**src/rtl/srkt_pkg.sv**
```systemverilog
`timescale 1ns / 1ps
// ============================================================================
// srkt_pkg
// Shared types and codes for the sorted reference-count key table.
// ============================================================================
package srkt_pkg;

    localparam int KEY_PORT_W = 64;
    localparam int RSP_CNT_W  = 16;
    localparam int STATUS_W   = 2;

    localparam logic KIND_LOOKUP  = 1'b0;
    localparam logic KIND_RELEASE = 1'b1;

    localparam logic [STATUS_W-1:0] STAT_OK     = 2'd0;
    localparam logic [STATUS_W-1:0] STAT_FULL   = 2'd1;
    localparam logic [STATUS_W-1:0] STAT_ABSENT = 2'd2;

    typedef enum logic [1:0] {
        ST_IDLE,
        ST_CMP,
        ST_UPD
    } t_state;

    // sequencer phase strobes
    typedef struct packed {
        logic cmp;
        logic upd;
    } t_phase;

    // command broadcast to every cell
    typedef struct packed {
        logic cmp;
        logic ins;
        logic rem;
        logic inc;
        logic dec;
    } t_cmd;

endpackage

```
**src/rtl/srkt_cell.sv**
```systemverilog
`timescale 1ns / 1ps
// ============================================================================
// srkt_cell
// One table slot: key, count and valid, with compare flags and neighbor shift.
// ============================================================================
module srkt_cell #(
    parameter int KEY_WIDTH   = 64,
    parameter int COUNT_WIDTH = 16
) (
    input  logic                   i_clk,
    input  logic                   i_rst_n,
    input  srkt_pkg::t_cmd         i_cmd,
    input  logic [KEY_WIDTH-1:0]   i_key,
    input  logic [KEY_WIDTH-1:0]   i_left_key,
    input  logic [COUNT_WIDTH-1:0] i_left_count,
    input  logic                   i_left_valid,
    input  logic                   i_left_after,
    input  logic [KEY_WIDTH-1:0]   i_right_key,
    input  logic [COUNT_WIDTH-1:0] i_right_count,
    input  logic                   i_right_valid,
    output logic [KEY_WIDTH-1:0]   o_key,
    output logic [COUNT_WIDTH-1:0] o_count,
    output logic                   o_valid,
    output logic                   o_after,
    output logic                   o_eq,
    output logic [COUNT_WIDTH-1:0] o_tap
);

    logic [KEY_WIDTH-1:0]   r_key,   n_key;
    logic [COUNT_WIDTH-1:0] r_count, n_count;
    logic                   r_valid, n_valid;
    logic                   r_after, n_after;
    logic                   r_eq,    n_eq;

    always_comb begin
        n_key   = r_key;
        n_count = r_count;
        n_valid = r_valid;
        n_after = r_after;
        n_eq    = r_eq;
        if (i_cmd.cmp) begin
            // empty slots count as above every key, keeping the flags a thermometer
            n_after = !r_valid || (r_key >= i_key);
            n_eq    = r_valid && (r_key == i_key);
        end
        if (i_cmd.ins && r_after) begin
            n_valid = i_left_valid;
            if (i_left_after) begin
                n_key   = i_left_key;
                n_count = i_left_count;
            end else begin
                n_key   = i_key;
                n_count = COUNT_WIDTH'(1);
            end
        end
        if (i_cmd.rem && r_after) begin
            n_valid = i_right_valid;
            n_key   = i_right_key;
            n_count = i_right_count;
        end
        if (i_cmd.inc && r_eq && (r_count != {COUNT_WIDTH{1'b1}})) begin
            n_count = r_count + COUNT_WIDTH'(1);
        end
        if (i_cmd.dec && r_eq) begin
            n_count = r_count - COUNT_WIDTH'(1);
        end
    end

    always_ff @(posedge i_clk) begin
        if (!i_rst_n) begin
            r_valid <= 1'b0;
            r_after <= 1'b0;
            r_eq    <= 1'b0;
        end else begin
            r_valid <= n_valid;
            r_after <= n_after;
            r_eq    <= n_eq;
        end
    end

    always_ff @(posedge i_clk) begin
        r_key   <= n_key;
        r_count <= n_count;
    end

    assign o_key   = r_key;
    assign o_count = r_count;
    assign o_valid = r_valid;
    assign o_after = r_after;
    assign o_eq    = r_eq;
    assign o_tap   = r_eq ? r_count : '0;

endmodule

```
**config.mk**
```make
export PLATFORM = sky130hd
export DESIGN_NAME = srkt_cell
export DESIGN_NICKNAME = d
export VERILOG_FILES = /design/src/rtl/srkt_pkg.sv /design/src/rtl/srkt_cell.sv
export SDC_FILE = /design/constraint.sdc
export NUM_CORES = 1
export LEC_CHECK = 0
export BUFFER_PORTS_ARGS = -buffer_cell sky130_fd_sc_hd__clkbuf_2
export CAP_MARGIN = 5
export CORE_AREA = 2 2 129 131
export DETAILED_ROUTE_END_ITERATION = 10
export DIE_AREA = 0 0 131 133
export PLACE_DENSITY_LB_ADDON = 0.08
export SYNTH_ARGS = -nofsm -noshare
export SYNTH_HDL_FRONTEND = slang
export SYNTH_SLANG_ARGS = --single-unit
export TNS_END_PERCENT = 30
```
**constraint.sdc**
```tcl
create_clock -name i_clk -period 3.8 [get_ports i_clk]
set_clock_uncertainty 0.15 [all_clocks]
set_input_delay 0.38 -clock i_clk [delete_from_list [all_inputs] [get_ports i_clk]]
set_output_delay 0.38 -clock i_clk [all_outputs]
set_load 0.005 [all_outputs]
```
==> load_flow_metrics.sql <==
INSERT INTO impl_metrics (metric_group, metric, value, unit) VALUES
('outcome', 'run_status', 'complete, no violations', ''),
('yosys', 'synth-edff-count', '80', ''),
('yosys', 'postSynth.asyncResetShare', '0', ''),
('yosys', 'synth_compound_area_frac', '0.1679', ''),
('sta', 'post-route-period-util', '0.8045', ''),
('job', 'cap_violations', '0', ''),
('critical_path', 'worst_setup_path_start_kind', 'flip-flop', ''),
('yosys', 'mappedNetlistArea', '6640', 'µm²'),
('grt', 'grt_pass1_wl', '32420', 'µm'),
('yosys', 'synthSimpleGateAreaFrac', '0.1724', ''),
('sta', 'least_margin_pin_slew', '981.9', 'ps'),
('clock_tree', 'ctsHtreeMaxLevel', '3', ''),
('yosys', 'synth_area_per_cell', '8.889', 'µm²'),
('power_and_ir_drop', 'power.static_leakage', '4.309', 'nW'),
('placed_design', 'place_hpwl', '16740', 'µm'),
('placed_design', 'dp_cells', '1263', ''),
('yosys', 'ys_ff_latch', '83', ''),
('finish', 'drive_above_1_share', '0.3418', ''),
('grt', 'overflow_left_after_global_routing', '0', ''),
('clock_tree', 'clk_pin_slew', '60', 'ps'),
('critical_path', 'timing.critical_path.required', '3820', 'ps'),
('yosys', 'ys_warn_count', '0', ''),
('finish', 'diodes', '0', ''),
('finish', 'final.fill_count', '1568', ''),
('placed_design', 'gp_routability_congestion', '0.8655', ''),
('yosys', 'post_syn_instances', '747', ''),
('routing', 'drt-vias-per-instance', '5.145', ''),
('sta', 'fin_crit', '3057', 'ps'),
('power_and_ir_drop', 'power_frac_seq', '0.451', ''),
('power_and_ir_drop', 'cellInternalPower', '1.811', 'mW'),
('critical_path', 'cp_data_arrival_time', '3080', 'ps'),
('critical_path', 'crit_path_max_incr_delay', '550', 'ps'),
('critical_path', 'gate_family_responsible_for_the_most_delay_along_the_worst_path', 'compound AO/OA/AOI/OAI gates', ''),
('finish', 'layout.cells.non_filler', '1279', ''),
('power_and_ir_drop', 'netSwitchingFraction', '0.2880', ''),
('yosys', 'post_synth_num_cell_types', '58', ''),
('grt', 'grt_pass1_vias', '6441', ''),
('power_and_ir_drop', 'p_clk_frac', '0.320', ''),
('placed_design', 'placement.io_buffers', '332', ''),
('yosys', 'postSynth.topFlopCell', 'edfxtp_1', ''),
('routing', 'detail_route.drc_violations', '0', ''),
('routing', 'drtAntennaViolNets', '0', ''),
('power_and_ir_drop', 'power', '2.543', 'mW'),
('clock_tree', 'clk_root_buffer_cell', 'clkbuf_16', ''),
('floorplan', 'die_height', '133', 'µm'),
('sta', 'timing.fmax', '327.1', 'MHz'),
('critical_path', 'path_max_fanout', '10', ''),
('clock_tree', 'holdBufCountCts', '0', ''),
('power_and_ir_drop', 'p_per_area', '291.6', 'nW/µm²'),
('yosys', 'dominant_combinational_cell_family_by_area_after_synthesis', 'simple AND/OR/NAND/NOR gates', ''),
('sta', 'report.final.hold_viol_count', '0', ''),
('routing', 'totalWireLength', '21160', 'µm'),
('yosys', 'synth_xor_xnor_area_share', '0.001319', ''),
('yosys', 'syn-num-nets', '1047', ''),
('floorplan', 'start_util', '0.4106', ''),
('finish', 'synthToLayoutAreaGrowth', '31.35', '%'),
('critical_path', 'worst_setup_path_end_kind', 'flip-flop', ''),
('sta', 'rsz_0062_raised_after_global_routing', 'no', ''),
('critical_path', 'class_of_the_most_critical_setup_path', 'reg2reg', ''),
('yosys', 'synth.area.mux_share', '0.09798', ''),
('clock_tree', 'clock_sink_total', '83', ''),
('worst_hold_path', 'worstHoldPathType', 'in2reg', ''),
('power_and_ir_drop', 'gate_power_share', '0.229', ''),
('finish', 'mostFrequentLayoutCells', 'clkbuf_2 (331), nand2_1 (103), o21ai_0 (80), edfxtp_1 (80)', ''),
('sta', 'final_max_slew_viol_count', '0', ''),
('sta', 'finalSetupViolations', '0', ''),
('power_and_ir_drop', 'power.net_switching', '732.3', 'µW'),
('critical_path', 'worstPathCellList', 'ha_1 -> and3_1 -> and4_1 -> a31oi_1 -> nor2_1 -> a31o_2 -> a221oi_2', ''),
('clock_tree', 'cts_buffers', '9', ''),
('clock_tree', 'clk_latency', '350', 'ps'),
('clock_tree', 'tritoncts', 'built', '');
-- synth_stat cells (2+ instances only) --
| cell | number | share of area |
|---|---|---|
| nor2_1 | 26 | 0.015 |
| mux2i_1 | 65 | 0.098 |
| and4_1 | 3 | 0.0040 |
| nand2_1 | 103 | 0.058 |
| clkbuf_1 | 30 | 0.017 |
| o221ai_1 | 3 | 0.0040 |
| a2111oi_0 | 2 | 0.0026 |
| buf_2 | 4 | 0.0030 |
| o21a_1 | 2 | 0.0023 |
| a211o_1 | 2 | 0.0026 |
| a21o_1 | 6 | 0.0068 |
| buf_1 | 7 | 0.0040 |
| nor3_1 | 6 | 0.0045 |
| a21oi_1 | 41 | 0.031 |
| nand3_1 | 35 | 0.026 |
| o31ai_1 | 5 | 0.0057 |
| inv_1 | 66 | 0.037 |
| a221oi_1 | 3 | 0.0040 |
| nand4_1 | 16 | 0.015 |
| o21ai_0 | 80 | 0.060 |
| nand3b_1 | 2 | 0.0023 |
| buf_4 | 2 | 0.0023 |
| nand2b_1 | 2 | 0.0019 |
| or3_1 | 2 | 0.0019 |
| a211oi_1 | 5 | 0.0057 |
| nor4_1 | 4 | 0.0038 |
| and2_1 | 20 | 0.019 |
| and3_1 | 9 | 0.0085 |
| a31o_2 | 3 | 0.0040 |
| a21boi_0 | 4 | 0.0045 |
| o22ai_1 | 7 | 0.0066 |
| edfxtp_1 | 80 | 0.36 |
| dfxtp_1 | 3 | 0.0090 |
| a32oi_1 | 2 | 0.0026 |
| or4_1 | 2 | 0.0023 |
| o211a_1 | 2 | 0.0030 |
| ha_1 | 66 | 0.12 |
| a31oi_1 | 7 | 0.0066 |
-- final cells by class --
class / instances / area (µm²) / area share
clock inverters: 3 / 17.52 / 0.002008
inverters: 66 / 247.7 / 0.02840
well taps: 220 / 275.3 / 0.03156
repair buffers: 340 / 1724 / 0.1977
multi-input cells: 554 / 3755 / 0.4305
flip-flops and latches: 83 / 2462 / 0.2823
clock buffers: 13 / 240.2 / 0.02754
-- metrics by stage --
step                      area [µm²]  hold WS (ps)  setup WS, ps    util
after floorplan                 6640         363.4         758.1       -
after global placement          8464         369.4         855.2  0.5234
after detailed placement        8464         382.1         796.0  0.5234
after CTS                       8722         123.7         783.2  0.5393
after global routing            8722         135.9         572.4  0.5393
final                           8722         138.1         742.8  0.5393
-- per-layer routing --
layer | GRT usage | vias to the layer above | share of wire
met5 | 0 | - | 0
met4 | 0.06678 | 0 | 0.020
met3 | 0.04529 | 23 | 0.067
met2 | 0.4174 | 256 | 0.48
met1 | 0.3083 | 2955 | 0.43
li1 | - | 3347 | -
-- final timing paths --
check             slack, ps  cells past startpoint          end        from
setup reg to reg        740                      7  o_count[15]  o_count[0]
setup / recovery        740                      7  o_count[15]  o_count[0]
hold reg to reg         390                      1      o_valid     o_valid
hold / removal          140                      2      o_valid     i_rst_n
-- flip-flops by register name, summed over array words and instances (netlist names) --
register and cells:
o_valid 1, o_after 1, o_key 64, o_eq 1, o_count 16
-- cell families after synthesis --
| family | after synthesis |
|---|---|
| AND/OR/NAND/NOR | 237 |
| AO/OA/AOI/OAI | 185 |
| buffers and inverters | 110 |
| flip-flops | 83 |
| adder cells (fa/ha/maj) | 66 |
| multiplexers | 65 |
| XOR/XNOR | 1 |
-- power by group through the flow --
| stage | combinational (mW) | sequential, mW | clock (mW) |
|---|---|---|---|
| after floorplan | 0.310 | 1.15 | 0 |
| after global placement | 0.584 | 1.16 | 0 |
| after detailed placement | 0.586 | 1.17 | 0 |
| after CTS | 0.589 | 1.15 | 0.827 |
| after global routing | 0.661 | 1.16 | 0.865 |
| final | 0.582 | 1.15 | 0.814 |
Power figures use the tool's default switching activity.
