==> src/rtl/srkt_pkg.sv <==
`timescale 1ns / 1ps
// ============================================================================
// srkt_pkg
// Shared types and codes for the sorted reference-count key table.
// ============================================================================
package srkt_pkg;

    localparam int KEY_PORT_W = 64;
    localparam int RSP_CNT_W  = 16;
    localparam int STATUS_W   = 2;

    localparam logic KIND_LOOKUP  = 1'b0;
    localparam logic KIND_RELEASE = 1'b1;

    localparam logic [STATUS_W-1:0] STAT_OK     = 2'd0;
    localparam logic [STATUS_W-1:0] STAT_FULL   = 2'd1;
    localparam logic [STATUS_W-1:0] STAT_ABSENT = 2'd2;

    typedef enum logic [1:0] {
        ST_IDLE,
        ST_CMP,
        ST_UPD
    } t_state;

    // sequencer phase strobes
    typedef struct packed {
        logic cmp;
        logic upd;
    } t_phase;

    // command broadcast to every cell
    typedef struct packed {
        logic cmp;
        logic ins;
        logic rem;
        logic inc;
        logic dec;
    } t_cmd;

endpackage

==> src/rtl/srkt_seq.sv <==
`timescale 1ns / 1ps
// ============================================================================
// srkt_seq
// Compare/update sequencer with request handshake.
// ============================================================================
module srkt_seq (
    input  logic             i_clk,
    input  logic             i_rst_n,
    input  logic             i_req_valid,
    input  logic             i_out_free,
    output logic             o_req_ready,
    output srkt_pkg::t_phase o_phase
);

    srkt_pkg::t_state r_state, n_state;

    always_ff @(posedge i_clk) begin
        if (!i_rst_n) begin
            r_state <= srkt_pkg::ST_IDLE;
        end else begin
            r_state <= n_state;
        end
    end

    always_comb begin
        n_state     = r_state;
        o_req_ready = 1'b0;
        o_phase     = '0;
        case (r_state)
            srkt_pkg::ST_IDLE: begin
                o_req_ready = 1'b1;
                if (i_req_valid) n_state = srkt_pkg::ST_CMP;
            end
            srkt_pkg::ST_CMP: begin
                o_phase.cmp = 1'b1;
                n_state     = srkt_pkg::ST_UPD;
            end
            srkt_pkg::ST_UPD: begin
                // hold until the result register can take the word
                if (i_out_free) begin
                    o_phase.upd = 1'b1;
                    o_req_ready = 1'b1;
                    n_state     = i_req_valid ? srkt_pkg::ST_CMP : srkt_pkg::ST_IDLE;
                end
            end
            default: begin
                n_state = srkt_pkg::ST_IDLE;
            end
        endcase
    end

endmodule

==> config.mk <==
export PLATFORM = sky130hd
export DESIGN_NAME = srkt_seq
export DESIGN_NICKNAME = d
export VERILOG_FILES = /design/src/rtl/srkt_pkg.sv /design/src/rtl/srkt_seq.sv
export SDC_FILE = /design/constraint.sdc
export NUM_CORES = 1
export LEC_CHECK = 0
export BUFFER_PORTS_ARGS = -buffer_cell sky130_fd_sc_hd__buf_2
export CELL_PAD_IN_SITES_DETAIL_PLACEMENT = 1
export CELL_PAD_IN_SITES_GLOBAL_PLACEMENT = 2
export CORE_AREA = 2 2 39 41
export DETAILED_ROUTE_END_ITERATION = 8
export DIE_AREA = 0 0 41 43
export HOLD_SLACK_MARGIN = 0.03
export PLACE_DENSITY_LB_ADDON = 0.1
export SETUP_SLACK_MARGIN = 0.3
export SLEW_MARGIN = 20
export SYNTH_ARGS = -nofsm -noshare
export SYNTH_HDL_FRONTEND = slang
export SYNTH_SLANG_ARGS = --single-unit
==> constraint.sdc <==
create_clock -name i_clk -period 1.8 [get_ports i_clk]
set_input_delay 0.18 -clock i_clk [delete_from_list [all_inputs] [get_ports i_clk]]
set_output_delay 0.18 -clock i_clk [all_outputs]
set_load 0.02 [all_outputs]
==> key figures, run 1 <==
Place
  • Pre-CTS setup slack: approximately 810 ps
  • Port Buffers: 6
  • Cell total after placement: 33
  • Placement Cell Area: 150 µm²
  • HPWL after detailed placement: between 200 and 250 µm
  • Gpl congestion: 0.553

Floorplanning
  • Die area: 1760 µm²
  • I/O pin count: 7
  • Starting Density: 0.0778
  • Core area: approximately 1400 µm²
  • Row count: 14
  • Die height: 43 µm
  • Die width: 41 µm

Synthesis
  • Main combinational cell family by area after synthesis: simple AND/OR/NAND/NOR gates
  • Register bit total from synthesis: 2
  • Prevailing post-synth register cell: dfxtp_1
  • Post-synth EDFFs: 0
  • Post-Synth XOR/XNOR Area: 0
  • Post-synthesis sequential area ratio: 0.372
  • Simple-gate share of the synthesized area: 0.488
  • Synth Cell Area: 108 µm²
  • Post-synthesis adder-cell area fraction: 0
  • Area leader, netlist: dfxtp_1
  • Multiplexer share of the synthesized area: 0
  • Warnings from Yosys: 0
  • FFs w/ async S/R, synth: 0
  • Mean Syn Cell Area: 8.97 µm²
  • Compound-cell area share of the yosys netlist: 0.0698
  • Cells after synthesis: 12
  • Synth top cells by count: dfxtp_1, nand2_1, nor2_1
  • Post-Syn Nets: 16
  • Synth cell types: 9
  • Share of the synthesized area in the top cell type: 0.372
  • Top cells by area, synth: dfxtp_1, nor2b_4, nor3b_2

Clock tree
  • Post-CTS Setup Repair Bufs: 0
  • Clk slew on worst S/H paths: 30 ps
  • Clock root buffer: clkbuf_4
  • Resized Gates After CTS: 0
  • Clk buf depth: 2
  • CTS tree: yes
  • Hold_buf cts: 0
  • H-tree depth: 1
  • CTS Buf Count: 3
  • Clk sinks: 2
  • Worst-skew pair later-pin latency: 220 ps

GRT
  • Number of global-route vias before repair: 120
  • Most Used Layer, Global Route: met4
  • Met2 Track Usage GR: 0.0469
  • GRT Total Usage: 0.0551
  • Met3 GRT Util: 0.0628
  • Largest net degree at the start of global routing: 6
  • GR Overflow Total: 0
  • GR Util met1: 0.0414
  • Antenna violations before repair: 0
  • First-pass GRT wire length: ~470 µm

Worst setup path
  • Reg2reg start: r_state[1]$_SDFFE_PN0P_
  • Max FO, Critical Path: 4
  • Setup Crit Path Kind: reg -> out
  • Crit start category: register
  • Worst endpoint required time: between 1500 and 2000 ps
  • Critical path arrival: 1040 ps
  • CP Capture Point: o_req_ready
  • Worst setup EP type: output pin
  • R2r setup slk: ~1000 ps
  • R2R Path End: r_state[0]$_SDFFE_PN0P_
  • Worst Reg-to-Reg Cells: 2
  • Crit. Startpoint: r_state[1]$_SDFFE_PN0P_

Routing
  • Post-route ant nets: 0
  • Initial DRC count: 0
  • DRC violations left: 0
  • 1st-pass router iterations: 1
  • Total Routed Length: 279 µm
  • Via density: 3.06
  • Total number of vias: 110
  • Wire length per cell: 7.75 µm

Pwr
  • Total power: 0.170 mW
  • P per Cell Area: 982 nW/µm²
  • Static Leakage: 0.0783 nW
  • Worst IR drop on VDD: approximately 260 µV

Final layout
  • Synthesis-to-finish area growth: 60.5%
  • Max reg flops: 2
  • Largest regs: r_state (2)
  • Fin cells: 36
  • N_diodes: 0
  • Layout net count: 26
  • Biggest register: r_state
  • Post-layout instance area: 173 µm²
  • Fillers: 173
  • Layout cell share with drive strength beyond 1: 0.550

STA
  • Slew @ Worst Pin: 188 ps
  • Unrepaired setup endpoints after global routing: no
  • Fin. max-slew vios: 0
  • Post-Route Skew: 1.05 ps
  • Fmax: 822 MHz
  • Final setup fails: 0
  • Final worst slack: 584 ps
  • Final setup TNS: 0 ps
  • Worst slew margin: 0.875
  • Post-layout min period: 1220 ps
  • Fin. Hold Viols: 0
  • Tcrit/Tclk final: 0.676

Status
  • Outcome: finished, final reports clean

Worst hold path
  • Worst hold path type: in -> reg
  • Hold path depth: 2

Job
  • Maxcap violations: 0
worst max-delay path: stages (launching register included):
cell	delay [ps]
dfxtp_1	390
nor2b_1	220
nor2_1	50
buf_2	160
final cells by class:
cell class                      count  area (µm²)  share of cell area
Tap cell                           16        20.0               0.116
Clock buffer                        3        22.5               0.130
Timing Repair Buffer                6        30.0               0.174
Multi-Input combinational cell      9        60.1               0.348
Sequential cell                     2        40.0               0.232
where the power goes:
group / switching, mW / internal (mW) / leakage (nW)
clock: 0.0241 / 0.0734 / 0.0138
sequential: 0.00360 / 0.0474 / 0.0165
combinational: 0.0110 / 0.0101 / 0.0480
total: 0.0386 / 0.131 / 0.0783
cells in the final DEF, fill, tap and decap left out:
cell type | Yosys | layout
nor2_1 | 2 | 2
nor2b_4 | 1 | 1
nor3_1 | 1 | 1
buf_2 | 0 | 6
clkbuf_4 | 0 | 3
nand2_1 | 2 | 2
nor3b_2 | 1 | 1
o21a_1 | 1 | 1
nor2b_1 | 1 | 1
dfxtp_1 | 2 | 2
logic make-up (layout without fill, tap and decap cells):
kind of cell           count (synthesis)  in the layout
flip-flops                             2              2
buffers and inverters                  1              9
AO/OA/AOI/OAI                          1              1
AND/OR/NAND/NOR                        8              8
layer usage:
metal  wire (µm)  vias to the layer above
met1         118                       48
met4          19                        0
met3          11                        2
met2         129                        5
li1            -                       55
met5           0                        -
stage by stage:
step | hold WS (ps) | util
final | 180 | 0.125
after global routing | 180 | 0.125
after CTS | 176 | 0.125
after detailed placement | 414 | 0.108
after global placement | 413 | 0.108
after floorplan | 298 | -
how the worst min path moves through the flow:
| stage | to | startpoint | slack, ps |
|---|---|---|---|
| final | r_state[1]$_SDFFE_PN0P_ | i_rst_n | 180 |
| after global routing | r_state[0]$_SDFFE_PN0P_ | i_req_valid | 180 |
| after CTS | r_state[0]$_SDFFE_PN0P_ | i_req_valid | 180 |
| after detailed placement | r_state[1]$_SDFFE_PN0P_ | i_rst_n | 410 |
| after global placement | r_state[1]$_SDFFE_PN0P_ | i_rst_n | 410 |
| after floorplan | r_state[1]$_SDFFE_PN0P_ | i_rst_n | 300 |
No activity file was read; power rests on OpenSTA's default activity.
==> run 2: changes to the inputs <==
==> constraint.sdc (replaced) <==
create_clock -name i_clk -period 0.98 [get_ports i_clk]
set_input_delay 0.098 -clock i_clk [delete_from_list [all_inputs] [get_ports i_clk]]
set_output_delay 0.098 -clock i_clk [all_outputs]
set_load 0.02 [all_outputs]
==> key figures, run 2 (same netlist as run 1, synthesis figures left out) <==
GRT
  • Number of global-route vias before repair: 135
  • Antenna violations before repair: 0
  • First-pass GRT wire length: about 550 µm
  • GRT Total Usage: 0.0579
  • Largest net degree at the start of global routing: 6
  • GR Overflow Total: 0

Final layout
  • Commonest non-fill, non-tap cell in the layout: buf_6
  • Max reg flops: 2
  • Post-layout instance area: about 250 µm²
  • Largest regs: r_state (2)
  • Layout cell share with drive strength beyond 1: 0.833
  • Core Util, Final: 0.182
  • Layout net count: 29
  • Synthesis-to-finish area growth: 134%
  • N_diodes: 0
  • Commonest non-fill, non-tap cells in the layout: buf_6, clkbuf_4, buf_2
  • Biggest register: r_state

Place
  • Gpl congestion: 0.573
  • Port Buffers: 6
  • HPWL after detailed placement: 224 µm
  • Pre-CTS setup slack: about 140 ps
  • Placement Cell Area: between 150 and 200 µm²

Pwr
  • Static Leakage: between 0.1 and 0.15 nW
  • Worst IR drop on VDD: 650 µV
  • P per Cell Area: 1460 nW/µm²
  • Switching share of power: 0.251
  • Comb power frac: 0.176
  • Clock Power Share: 0.570
  • Int Power: 0.276 mW
  • Seq pwr share: 0.255
  • Net Sw Power: 0.0922 mW
  • Total power: 0.368 mW

STA
  • Min Hold Slack: approximately 93 ps
  • Tcrit/Tclk final: 1.03
  • Post-Route Skew: 3.21 ps
  • Fin. max-slew vios: 0
  • Worst slew margin: 0.924
  • Final worst slack: -30.1 ps
  • Slew @ Worst Pin: approximately 110 ps
  • Post-layout min period: 1010 ps
  • Unrepaired setup endpoints after global routing: yes
  • Fin. Hold Viols: 0
  • Fmax: 990 MHz
  • Final setup fails: 2

Worst setup path
  • Crit start category: register
  • Setup Crit Path Kind: reg -> out
  • CP max stage cell: dfxtp_4
  • Worst setup EP type: output pin
  • Critical path arrival: 910 ps
  • Critical path, cell by cell: nor2b_4, nor2_4, buf_6
  • Crit path buffers/inverters: 1
  • Worst path depth: 3
  • Worst path max stage delay: 360 ps
  • Worst Reg-to-Reg Cells: 4
  • Max FO, Critical Path: 4
  • Cell family with most CP delay: flip-flops
  • Worst endpoint required time: around 880 ps

Clock tree
  • H-tree depth: 1
  • CTS Buf Count: 3
  • Worst-skew pair later-pin latency: 230 ps
  • Clock root buffer: clkbuf_4
  • Hold_buf cts: 0
  • Clk buf depth: 2
  • CTS tree: yes
  • Clk slew on worst S/H paths: about 30 ps
  • Clk sinks: 2

Floorplanning
  • Die area: 1760 µm²
  • Die height: 43 µm
  • Starting Density: 0.0778
  • Core area: 1380 µm²
  • I/O pin count: 7
  • Row count: 14
  • Die width: 41 µm

Routing
  • Wire length per cell: 7.80 µm
  • Initial DRC count: 6
  • Post-route ant nets: 0
  • Via density: 3.20
  • Total number of vias: 128
  • DRC violations left: 0
  • 1st-pass router iterations: 2
  • Total Routed Length: 312 µm

Worst hold path
  • Worst hold path type: in -> reg
  • Hold path depth: 2

Status
  • Failing checks: negative setup slack
  • Outcome: finished, violations left

Job
  • Maxcap violations: 0
run 2: cell type report:
class / instances / area (µm²)
clock buffers: 4 / 26.3
repair buffers: 9 / 75.1
fillers: 164 / 1130
well taps: 16 / 20.0
flip-flops and latches: 2 / 47.5
multi-input cells: 9 / 82.6
run 2: path summary, 6_finish.rpt:
kind,from,to,slack (ps)
max,r_state[1]$_SDFFE_PN0P_,o_req_ready,-30
min reg2reg,r_state[0]$_SDFFE_PN0P_,r_state[0]$_SDFFE_PN0P_,470
max reg2reg,r_state[1]$_SDFFE_PN0P_,r_state[0]$_SDFFE_PN0P_,110
min,i_rst_n,r_state[1]$_SDFFE_PN0P_,90
run 2: routing by layer:
layer / wire length [µm] / vias up / global-route usage / part of all wire
met5: 0 / - / 0 / 0
met4: 0 / 0 / 0.0400 / 0
met3: 38 / 0 / 0.0785 / 0.12
met2: 163 / 9 / 0.0656 / 0.52
met1: 110 / 57 / 0.0506 / 0.35
li1: - / 62 / - / -
run 2: power by group through the flow:
stage	clock network, mW	registers, mW	logic [mW]
final	0.210	0.0937	0.0646
after detailed placement	0	0.0969	0.0449
after CTS	0.223	0.0946	0.0619
after global placement	0	0.0970	0.0448
after floorplan	0	0.0948	0.0337
after global routing	0.239	0.0948	0.0698
run 2: timing repair:
item / CTS / global route
pin swaps: 2 / 2
setup buffers: 2 / 1
endpoints found under the hold margin: 0 / 0
setup endpoints to repair: 5 / 5
resized for setup: 9 / 0
run 2: worst reg2reg max path, delay by kind of cell, from the launching register on:
family / cells / cell delay (ps)
DFF: 1 / 350
buffers and inverters: 2 / 230
and+or+nand+nor: 2 / 210
run 2: per-stage QoR:
stage | TNS, ps | std cells
after floorplan | 0 | 12
after global placement | 0 | 33
after detailed placement | 0 | 33
after CTS | -88.5 | 39
after global routing | -156 | 40
final | -42.0 | 40
